File: config.mk
export PLATFORM = sky130hd
export DESIGN_NAME = pigst_ctrl
export DESIGN_NICKNAME = d
export VERILOG_FILES = /design/src/rtl/core/pigst_pkg.sv /design/src/rtl/core/pigst_ctrl.sv
export SDC_FILE = /design/constraint.sdc
export NUM_CORES = 1
export LEC_CHECK = 0
export BUFFER_PORTS_ARGS = -buffer_cell sky130_fd_sc_hd__buf_2
export CAP_MARGIN = 30
export CORE_AREA = 2 2 39 41
export CTS_CLUSTER_SIZE = 40
export DETAILED_ROUTE_END_ITERATION = 7
export DIE_AREA = 0 0 41 43
export GPL_TIMING_DRIVEN = 0
export PLACE_DENSITY = 0.49
export SYNTH_ARGS = -nofsm -noshare
export SYNTH_HDL_FRONTEND = slang
export SYNTH_SLANG_ARGS = --single-unit
File: constraint.sdc
create_clock -name clk -period 3.3 [get_ports clk]
set_clock_uncertainty 0.2 [all_clocks]
set_input_delay 0.33 -clock clk [delete_from_list [all_inputs] [get_ports clk]]
set_output_delay 0.33 -clock clk [all_outputs]
set_load 0.005 [all_outputs]
File: src/rtl/core/pigst_pkg.sv
package pigst_pkg;

    localparam int SLOTS_DEF   = 64;
    localparam int ID_W        = 11;
    localparam int TIME_W      = 32;
    localparam int RSLOT_W     = 6;
    localparam int IN_TDATA_W  = 56;
    localparam int OUT_TDATA_W = 216;
    localparam int KIND_W      = 2;

    localparam logic [TIME_W-1:0] NO_GAP = 32'hFFFF_FFFF;

    typedef enum logic [KIND_W-1:0] {
        KIND_UPD  = 2'd0,
        KIND_NEW  = 2'd1,
        KIND_DROP = 2'd2,
        KIND_READ = 2'd3
    } kind_t;

    typedef enum logic {
        OP_RECORD = 1'b0,
        OP_READ   = 1'b1
    } op_t;

    typedef enum logic [2:0] {
        ST_IDLE,
        ST_SCAN,
        ST_GAP,
        ST_WRITE,
        ST_RD_ISSUE,
        ST_RD_OUT
    } state_t;

    typedef struct packed {
        logic [ID_W-1:0]   frame_id;
        logic [TIME_W-1:0] count;
        logic [TIME_W-1:0] first_ms;
        logic [TIME_W-1:0] last_ms;
        logic [TIME_W-1:0] min_gap;
        logic [TIME_W-1:0] max_gap;
    } entry_t;

    typedef struct packed {
        logic load;
        logic scan_en;
        logic gap_en;
        logic wr_en;
        logic rd_issue;
        logic rd_out;
    } cmd_t;

    typedef struct packed {
        logic scan_done;
        logic out_free;
    } status_t;

endpackage

File: src/rtl/core/pigst_ctrl.sv
module pigst_ctrl
    import pigst_pkg::*;
(
    input  logic    clk,
    input  logic    rst_n,
    input  logic    s_tvalid,
    input  logic    s_tuser,
    output logic    s_tready,
    input  status_t status,
    output cmd_t    cmd
);

    state_t state_reg;
    state_t state_next;

    always_ff @(posedge clk or negedge rst_n)
    begin
        if (!rst_n)
        begin
            state_reg <= ST_IDLE;
        end
        else
        begin
            state_reg <= state_next;
        end
    end

    always_comb
    begin
        state_next = state_reg;
        cmd        = '0;
        s_tready   = 1'b0;
        unique case (state_reg)
            ST_IDLE:
            begin
                s_tready = 1'b1;
                if (s_tvalid)
                begin
                    cmd.load = 1'b1;
                    if (s_tuser == OP_READ)
                    begin
                        state_next = ST_RD_ISSUE;
                    end
                    else
                    begin
                        state_next = ST_SCAN;
                    end
                end
            end
            ST_SCAN:
            begin
                cmd.scan_en = 1'b1;
                if (status.scan_done)
                begin
                    state_next = ST_GAP;
                end
            end
            ST_GAP:
            begin
                cmd.gap_en = 1'b1;
                state_next = ST_WRITE;
            end
            ST_WRITE:
            begin
                if (status.out_free)
                begin
                    cmd.wr_en  = 1'b1;
                    state_next = ST_IDLE;
                end
            end
            ST_RD_ISSUE:
            begin
                cmd.rd_issue = 1'b1;
                state_next   = ST_RD_OUT;
            end
            ST_RD_OUT:
            begin
                if (status.out_free)
                begin
                    cmd.rd_out = 1'b1;
                    state_next = ST_IDLE;
                end
            end
            default:
            begin
                state_next = ST_IDLE;
            end
        endcase
    end

endmodule

==> impl_results.md <==
- Sw Pwr: 0.1115 mW
- Switching share of power: 0.3820
- Min Tclk post-route: 1707 ps
- Number of flops mapped to enable cells by yosys: 0
- Static leakage: 0.1773 nW
- Crit-path cells: nor3_1 > and2_1 > buf_2
- I/O pin cnt: 13
- Max reg flops: 3
- Post-DRT Antenna Nets: 0
- Residual DRC: 0
- Synth Register Bits: 3
- Starting density of the core: 0.1609
- Slowest-stage cell, CP: dfrtp_1
- Placed insts: 56
- WL/cell: 8.230 µm
- Most frequent cells after synthesis: nor2_1, a21oi_1, dfrtp_1
- CP Launch Type: flip-flop
- Final HPWL DP: 393 µm
- Post-synthesis instance total: 28
- Final hold slack: 188.4 ps
- Mapped cell area: 222.7 µm²
- Inserted Clock Buffers: 3
- Reg clk slew, reported paths: 40 ps
- Area leader, netlist: dfrtp_1
- CTS resizes: 0
- Fmax: 585.8 MHz
- Vias per inst: 4.066
- Worst-Skew Late Latency: 230 ps
- Fin util: 0.2450
- Post-Syn Area per Cell: 7.954 µm²
- DIE AREA: 1763 µm²
- Max-cap violations: 0
- Global-route wire length before repair: 848 µm
- Detailed Routing Iterations Pass 1: 3
- Die width: 41 µm
- Row count: 14
- PortBufs: 12
- Area grow syn2layout: 52.25%
- Status: completed
- HP Start: s_tuser
- Setup-failing EPs final: 0
- Non-filler instance count after layout: 61
- Crit end category: primary output
- Layout Nets: 52
- Vias after detailed routing: 248
- Critical path class: flip-flop to primary output
- Reg power frac: 0.232
- Synth warn: 0
- CP Launch Point: state_reg[2]$_DFFE_PN0P_
- Sequential element share of the synthesized area: 0.3371
- Top-area cell type share of the netlist area: 0.3371
- Clk network pwr share: 0.221
- Initial antenna violation count: 0
- CORE AREA: 1384 µm²
- Fin crit share: 0.5173
- Worst rel slew slack: 0.8255
- TritonCTS clock tree: built
- Diodes inserted: 0
- RSZ-0062 raised after global routing: false
- Htree depth: 1
- Total Wirelength: 502 µm
- Vias in the first global route: 240
- Area after DPL: 302.8 µm²
- Ys async rst share: 1.000
- Net Count, Synth: 34
- Final Cell Area: 339.1 µm²
- Count of cell types in the netlist: 16
- Critical Path AT: 1180 ps
- Largest net degree at the start of global routing: 11
- Slew Viols, Final: 0
- Clock Tree Buf Depth: 2
- Internal Power: 0.1804 mW
- Overflow after GRT: 0
- Clk sink count: 3
- Hold Vio Cnt, Final: 0
- Iteration-0 DRC Markers: 2
- Area contributors post-synth: dfrtp_1, nor2_1, a21oi_1
- Setup TNS: 0 ps
- PnR Total Power: 0.2919 mW
- Worst R2R Start: state_reg[0]$_DFFE_PN0P_
- Final worst slack: 1593 ps
- Peak supply drop: 0.1916 mV
- Setup WS pre-CTS: 1822 ps
- Gpl congestion: 0.6589
- HP Class: input port to flip-flop
- Worst path required time: 2770 ps
- Gate power share: 0.547
- Total global-route track usage: 0.07344
- Most numerous cell in the Yosys netlist: nor2_1
- Crit-path max FO: 8
- Slew @ Worst Pin: 261.7 ps
- Max incr delay on CP: 460 ps
- Share of cells above drive strength 1: 0.4222
- Pwr/cell area: 860.9 nW/µm²
- Die Y: 43 µm
- Main synth FF type: dfrtp_1
- CTS root buf: clkbuf_4
[final timing paths]
path,end,cells past startpoint,slack [ps]
min,state_reg[2]$_DFFE_PN0P_,3,190
min reg2reg,state_reg[1]$_DFFE_PN0P_,1,390
max reg2reg,state_reg[0]$_DFFE_PN0P_,4,1970
max in group asynchronous,state_reg[1]$_DFFE_PN0P_,2,2580
max,cmd[5],3,1590
min in group asynchronous,state_reg[2]$_DFFE_PN0P_,2,220
[cells in the final DEF (no fill, tap or decap), types with 2 or more instances in the layout]
master / synthesis / routed
a21oi_1: 3 / 3
nor2_1: 6 / 6
nand2_1: 2 / 2
buf_2: 1 / 13
nor3_1: 2 / 2
inv_1: 2 / 2
clkbuf_4: 0 / 3
dfrtp_1: 3 / 3
[repair_timing]
| action | 4_1_cts | 5_1_grt |
|---|---|---|
| endpoints found under the hold margin | 3 | 0 |
| buffers inserted | 0 | 0 |
| hold buffers | 1 | 0 |
[power by group through the flow]
stage               sequential [mW]  clock (mW)  combinational [mW]
finish                       0.0677      0.0646               0.160
global route                 0.0714      0.0712               0.183
CTS                          0.0682      0.0677               0.162
detailed placement           0.0687           0               0.161
global placement             0.0688           0               0.162
floorplan                    0.0653           0               0.115
[kinds of logic (layout without fill, tap and decap cells)]
logic type | Yosys count | count (layout) | synth area share
and+or+nand+nor | 16 | 16 | 0.3821
AOI/OAI and AO/OA | 5 | 5 | 0.1741
buffers and inverters | 4 | 21 | 0.1067
DFF | 3 | 3 | 0.3371
[worst max-delay path, delay by kind of cell (launching register included)]
kind / cells / cell delay (ps)
simple gates: 2 / 390
buf+inv: 1 / 100
flops: 1 / 460
[layout make-up]
cell class	count	area [µm²]
Clock buffer	4	26.28
Buffer	2	16.27
Inverter	2	7.507
Timing Repair Buffer	13	70.07
Multi-Input combinational cell	21	123.9
Tap cell	16	20.02
Sequential cell	3	75.07
Fill cell	158	1045
[per-layer routing]
layer / GRT usage / up-vias / part of all wire
li1: - / 129 / -
met1: 0.08738 / 110 / 0.44
met2: 0.09688 / 7 / 0.48
met3: 0.03141 / 2 / 0.068
met4: 0.06000 / 0 / 0.016
met5: 0 / - / 0
(Power assumes the default switching activity.)
